<file path="src/ulsm_pkg.sv">
// ulsm_pkg: shared types and constants for the unaligned load/store merge block
// no dependencies

package ulsm_pkg;

    localparam logic [1:0] REQ_LOAD_LEFT   = 2'd0;
    localparam logic [1:0] REQ_LOAD_RIGHT  = 2'd1;
    localparam logic [1:0] REQ_STORE_LEFT  = 2'd2;
    localparam logic [1:0] REQ_STORE_RIGHT = 2'd3;

    localparam logic [31:0] LEFT_RETAIN_MASK = 32'h00ff_ffff;
    localparam logic [31:0] RIGHT_KEEP_MASK  = 32'hffff_ffff;

    localparam int unsigned WORD_ADDR_W = 30;
    localparam int unsigned LANES       = 4;

    typedef struct packed {
        logic [1:0]  req_type;
        logic [31:0] byte_address;
        logic [31:0] memory_word;
        logic [31:0] register_value;
    } ulsm_req_t;

    typedef struct packed {
        logic [31:0]            load_result;
        logic [WORD_ADDR_W-1:0] word_address;
        logic [LANES-1:0]       lane_enables;
        logic [31:0]            store_word;
    } ulsm_rsp_t;

endpackage

</file>
<file path="src/ulsm_merge.sv">
// ulsm_merge: combinational lane offset, load merge and store lane placement
// depends on ulsm_pkg

module ulsm_merge (
    input  ulsm_pkg::ulsm_req_t req,
    input  logic                big_endian_mode,
    output ulsm_pkg::ulsm_rsp_t rsp
);
    import ulsm_pkg::*;

    logic [1:0]  lane_ofs;
    logic [4:0]  shamt;
    logic [4:0]  shamt_inv;
    logic [31:0] mask;
    logic [4:0]  left_lanes;

    // big-endian mirrors the lane order
    assign lane_ofs   = req.byte_address[1:0] ^ {2{big_endian_mode}};
    assign shamt      = {lane_ofs, 3'b000};
    assign shamt_inv  = {~lane_ofs, 3'b000};
    assign left_lanes = (5'd2 << lane_ofs) - 5'd1;

    always_comb
    begin
        rsp              = '0;
        rsp.word_address = req.byte_address[31:2];
        mask             = '0;
        case (req.req_type)
            REQ_LOAD_LEFT:
            begin
                mask            = LEFT_RETAIN_MASK >> shamt;
                rsp.load_result = (req.register_value & mask)
                                | ((req.memory_word << shamt_inv) & ~mask);
            end
            REQ_LOAD_RIGHT:
            begin
                mask            = RIGHT_KEEP_MASK >> shamt;
                rsp.load_result = (req.register_value & ~mask)
                                | ((req.memory_word >> shamt) & mask);
            end
            REQ_STORE_LEFT:
            begin
                rsp.lane_enables = left_lanes[LANES-1:0];
                rsp.store_word   = req.register_value >> shamt_inv;
            end
            default:
            begin
                rsp.lane_enables = 4'hf << lane_ofs;
                rsp.store_word   = req.register_value << shamt;
            end
        endcase
    end

endmodule

</file>
<file path="src/unaligned_load_store_merge_core.sv">
// unaligned_load_store_merge_core: top level with input and result registers
// depends on ulsm_pkg and ulsm_merge
//
// usage:
//   one word access is accepted at each rising edge where start is high and
//   busy is low; busy is always low, so a new access can enter every cycle
//   req carries the access type, byte address, aligned memory word and the
//   register value
//   the result passes the input and result registers, is driven on rsp by the
//   result register, marked by result_valid for exactly one cycle, and is taken
//   while result_valid is high; sustained throughput is one word per cycle, set
//   by the single merge stage between the two registers
//   the receiver cannot stall: every result must be taken in its cycle
//   cfg_we with cfg_wdata writes big_endian_mode; write it only while no
//   access is in flight
//   reset clears the valid flags and sets little-endian mode; words in flight
//   are dropped

module unaligned_load_store_merge_core (
    input  logic                clk,
    input  logic                rst_n,
    input  logic                start,
    output logic                busy,
    input  ulsm_pkg::ulsm_req_t req,
    output logic                result_valid,
    output ulsm_pkg::ulsm_rsp_t rsp,
    input  logic                cfg_we,
    input  logic                cfg_wdata
);
    import ulsm_pkg::*;

    logic      big_endian_reg;
    logic      in_valid_reg;
    ulsm_req_t in_reg;
    logic      out_valid_reg;
    ulsm_rsp_t out_reg;
    ulsm_rsp_t rsp_next;

    assign busy = 1'b0;

    always_ff @(posedge clk or negedge rst_n)
    begin
        if (!rst_n)
        begin
            big_endian_reg <= 1'b0;
            in_valid_reg   <= 1'b0;
            out_valid_reg  <= 1'b0;
        end
        else
        begin
            if (cfg_we)
            begin
                big_endian_reg <= cfg_wdata;
            end
            in_valid_reg  <= start && !busy;
            out_valid_reg <= in_valid_reg;
        end
    end

    always_ff @(posedge clk)
    begin
        if (start && !busy)
        begin
            in_reg <= req;
        end
        if (in_valid_reg)
        begin
            out_reg <= rsp_next;
        end
    end

    ulsm_merge u_merge (
        .req             (in_reg),
        .big_endian_mode (big_endian_reg),
        .rsp             (rsp_next)
    );

    assign result_valid = out_valid_reg;
    assign rsp          = out_reg;

endmodule
</file>
<file path="config.mk">
export PLATFORM = sky130hd
export DESIGN_NAME = unaligned_load_store_merge_core
export DESIGN_NICKNAME = d
export VERILOG_FILES = /design/src/ulsm_pkg.sv /design/src/ulsm_merge.sv /design/src/unaligned_load_store_merge_core.sv
export SDC_FILE = /design/constraint.sdc
export NUM_CORES = 1
export LEC_CHECK = 0
export ABC_AREA = 1
export BUFFER_PORTS_ARGS = -buffer_cell sky130_fd_sc_hd__buf_2
export CAP_MARGIN = 0
export CORE_ASPECT_RATIO = 1.1
export CORE_UTILIZATION = 45
export DETAILED_ROUTE_END_ITERATION = 10
export PLACE_DENSITY = 0.8
export RECOVER_POWER = 25
export SKIP_LAST_GASP = 1
export SYNTH_ARGS = -nofsm -noshare
export SYNTH_HDL_FRONTEND = slang
export SYNTH_SLANG_ARGS = --single-unit
</file>
<file path="constraint.sdc">
create_clock -name clk -period 5.6 [get_ports clk]
set_clock_uncertainty 0.15 [all_clocks]
set_input_delay 0.84 -clock clk [delete_from_list [all_inputs] [get_ports clk]]
set_output_delay 0.84 -clock clk [all_outputs]
set_load 0.02 [all_outputs]
</file>
* After elaboration in Yosys (flattened, before gate mapping) *
Cells that the tools add are included.

storage, ports and cells
  register bits = 199
  word-level logic and storage cells = 36

operators by class
  reduce and logical (&&, ||, !) cells = 2
  muxes and demuxes = 2
  $add $sub $neg = 1
  shift operators = 8
  bitwise gates (word level) = 10
  eq/ne operators = 2

operators by type and width
  kind                     number
  $and A32 B32 Y32         4
  $pmux W36 S2             1
  $not A32 Y32             2
  $or A32 B32 Y32          2
  $pmux W32 S2             1
  $shl A32 B5 Y32          2
  $shr A32 B5 Y32          2
  $shr A24 B5 Y32 const A  1
  $shr A32 B5 Y32 const A  1
  $shl A2 B2 Y4 const A    1
  $shl A4 B2 Y4 const A    1
  $sub A4 B1 Y4 const B    1
  $eq A2 B1 Y1 const B     1
  $eq A2 B2 Y1 const B     1
  $logic_not A2 Y1         1
  $not A2 Y2               1
  $reduce_or A2 Y1         1
  $xor A2 B2 Y2            1

* Depth between registers and ports, before layout *
  word-level depth = 6
  gate-level depth with buffers = 8
  gate-level depth less buffers = 7

* Hierarchy *
Synthesis repeated with hierarchy kept, for this count alone.

unflattened totals
  cells, all modules = 841
  area total of the unflattened synthesis = 8,877.3 sq um

modules (own cells, without submodules)
  module                           cells each  times used  seq. area each (sq um)  area each (sq um)
  unaligned_load_store_merge_core  205         1           5,960.7                 5,987.0
  ulsm_merge                       636         1           0.0                     2,890.3

* Least setup slack after synthesis *
Ideal clock, no wire load.

  path type = reg2reg
  start point = reg in_valid_reg
  end point = reg out_reg (netlist bit rsp[0]), enable pin
  cell stages (with the launch flop) = 1
  slack = 2.705 ns
  data arrival time = 2.288 ns
  library setup time = 0.457 ns
  buffers on the path = 0
  path through = dfrtp_1

RTL lines
  item                      line                                   text
  start: declaration        unaligned_load_store_merge_core.sv:33  logic in_valid_reg;
  start signal: assignment  unaligned_load_store_merge_core.sv:55  in_valid_reg <= start && !busy;
  end signal: assignment    unaligned_load_store_merge_core.sv:68  out_reg <= rsp_next;
  end: declaration          unaligned_load_store_merge_core.sv:36  ulsm_rsp_t out_reg;

No word-level cell between the ends.

==> summary.md <==
| Metric | Value |
|---|---|
| Outcome | complete, no violations |
| Distinct cell type count of the synthesized netlist | 18 |
| Max-slew violation count | 0 |
| CP Capture Type | flop |
| #FFs+latches synth | 199 |
| Synthesized area | 0.00868 mm^2 |
| WS Path Type | flop to flop |
| Pre-antenna DRT Iters | 7 |
| CTS H-tree depth | 4 |
| Synth-to-layout area growth | 20.4% |
| Slew @ Worst Pin | 1250 ps |
| Die area | 0.0199 mm^2 |
| Register clock-pin slew on the reported worst setup and hold paths | 80 ps |
| Final Cell Area | 0.0105 mm^2 |
| Crit path max fanout | 57 |
| Worst Path Arrival | 3560 ps |
| Min Hold Slack | 52.0 ps |
| Wire length per cell | 18.7 um |
| Cell row count | 52 |
| Post-Layout Cell Count | 1,233 |
| Ant. Diodes | 0 |
| DR iter-0 viols | 954 |
| Synth Instances | 797 |
| Slew headroom | 16.4% |
| Startpoint class of the critical path | flop |
| # DRC | 0 |
| Largest net degree at the start of global routing | 86 |
| CTS tree | built |
| Crit-path cells | inv_1, nand2_1, buf_4, nand2_1, buf_4, nand2_1, nor2_1, nand2_1, nand2_1 |
| Final hold vios | 0 |
| Min cycle time layout | 3410 ps |
| Most used cell, CP | nand2_1 |
| Register area share after synthesis | 68.7% |
| Vias in the first global route | 6,410 |
| Final Setup Violations | 0 |
| Routed wire length | 23.1 mm |
| Inserted Clock Buffers | 17 |
| Synth top area share | 67.8% |
| Final core occ | 56.0% |
| Initial Util | 46.5% |
| Yosys warnings | 0 |
| Leakage power figure | 4.53 nW |
| Ports | 203 |
| Dpl hpwl | 15.5 mm |
| Post-route ant nets | 0 |
| Initial antenna violation count | 0 |
| Worst path required time | 5750 ps |
| RSZ-0062 raised after global routing | no |
| CTS max path bufs | 2 |
| Placed cells | 1,201 |
| Yosys top cell by area | edfxtp_1 |
| Post-CTS Resized | 0 |
| First-pass GRT wire length | 34.6 mm |
| Vias/cell | 5.56 |
| PD cells | 356 mW/mm^2 |
| Max IR drop VDD | 0.216 mV |
| GRT Total Usage | 23.6% |
| # clock sinks | 199 |
| Die Width | 134 um |
| Max incr delay on CP | 630 ps |
| Total vias in the final route | 6,861 |
| Worst min path class | primary input to async pin |
| Max Cap Viol | 0 |
| Core area | 0.0187 mm^2 |
| Post-CTS Setup Bufs | 0 |
| F_max | 293 MHz |
| DP Area | 0.00986 mm^2 |
| Number of port buffers | 201 |
| Clk_lat worst skew | 430 ps |
| Period Utilization, post-route | 60.9% |
| Gpl congestion | 0.947 |
| Setup TNS Final | 0 ps |
| Slowest CP cell | nor2_1 |
| Fin nets | 1,080 |
| Synth area leaders | edfxtp_1, nand3_1, nand2_1, buf_2, inv_1 |
| Die Ht | 148 um |
| # hold bufs at CTS | 0 |
| Layout cells sized above 1 | 25.9% |
| Post-Syn Nets | 900 |
| Avg Inst Size Synth | 10.9 um^2 |
| Clock root buffer | clkbuf_16 |
| GRT Residual Overflow | 0 |
| Worst reg2reg path depth | 9 |
## path summary, 6_finish.rpt
kind	startpoint	endpoint	slack, ps
max	big_endian_reg$_DFFE_PN0P_	rsp[0]$_DFFE_PP_	2190
max in group asynchronous	rst_n	in_valid_reg$_DFF_PN0_	5060
max reg2reg	big_endian_reg$_DFFE_PN0P_	rsp[0]$_DFFE_PP_	2190
min	rst_n	result_valid$_DFF_PN0_	50
min in group clk	in_reg[69]$_DFFE_PP_	rsp[39]$_DFFE_PP_	270
min reg2reg	in_reg[69]$_DFFE_PP_	rsp[39]$_DFFE_PP_	270
## Yosys cell counts
library cell    n
buf_1           4
buf_2          27
buf_4           2
clkbuf_1       18
clkinv_1        2
conb_1          1
dfrtp_1         3
edfxtp_1      196
inv_1          36
nand2_1       171
nand3_1       300
nand3b_1        1
nand4_1         2
nor2_1          5
nor2_2          1
o21ai_0        19
or2_2           8
xnor2_1         1
## layer usage
layer	track usage, %	vias up	routed length [um]
met4	9.33	0	600
met1	30.3	3200	8990
met3	4.87	51	1790
met5	0	-	0
li1	-	3207	-
met2	39.3	403	11700
## placed cells by master (no fill, tap or decap), drive strengths merged, types with 2 or more instances in the layout
| master | Yosys | routed |
|---|---|---|
| nor2 | 6 | 6 |
| inv | 36 | 42 |
| buf | 33 | 211 |
| nand3 | 300 | 300 |
| dfrtp | 3 | 3 |
| clkbuf | 18 | 18 |
| nand4 | 2 | 2 |
| o21ai | 19 | 19 |
| edfxtp | 196 | 196 |
| or2 | 8 | 8 |
| clkinvlp | 0 | 2 |
| clkinv | 2 | 9 |
| nand2 | 171 | 171 |
## final cells by class
class                           count  area [um^2]
Clock inverter                     15          165
Clock buffer                       17          425
Multi-Input combinational cell    509         2360
Timing Repair Buffer              212         1090
Inverter                           38          143
Sequential cell                   199         5960
Fill cell                        1612         8220
Tap cell                          243          304
## per-stage QoR
stage                     power [mW]  setup slack, ps
after floorplan                 2.31             2700
after global placement          2.54             2490
after detailed placement        2.55             2320
after CTS                       3.74             2300
after global routing            3.87             2030
final                           3.72             2190
## critical path, delay by kind of cell, from the launching register on
family,cells,cell delay (ps)
flip-flops,1,440
AND/OR/NAND/NOR,6,1810
buffers and inverters,3,860
## where the power goes
group | switching [mW] | internal, mW
sequential | 0.0733 | 1.80
clock | 0.599 | 0.598
combinational | 0.454 | 0.197
## cells by family after synthesis
kind of cell | count (synthesis) | share of synthesized area (%)
compound gates | 19 | 1.10
xor+xnor | 1 | 0.101
buf+inv | 89 | 4.32
flops | 199 | 68.7
other cells | 1 | 0.0432
simple gates | 488 | 25.8
Power figures use the tool's default switching activity.
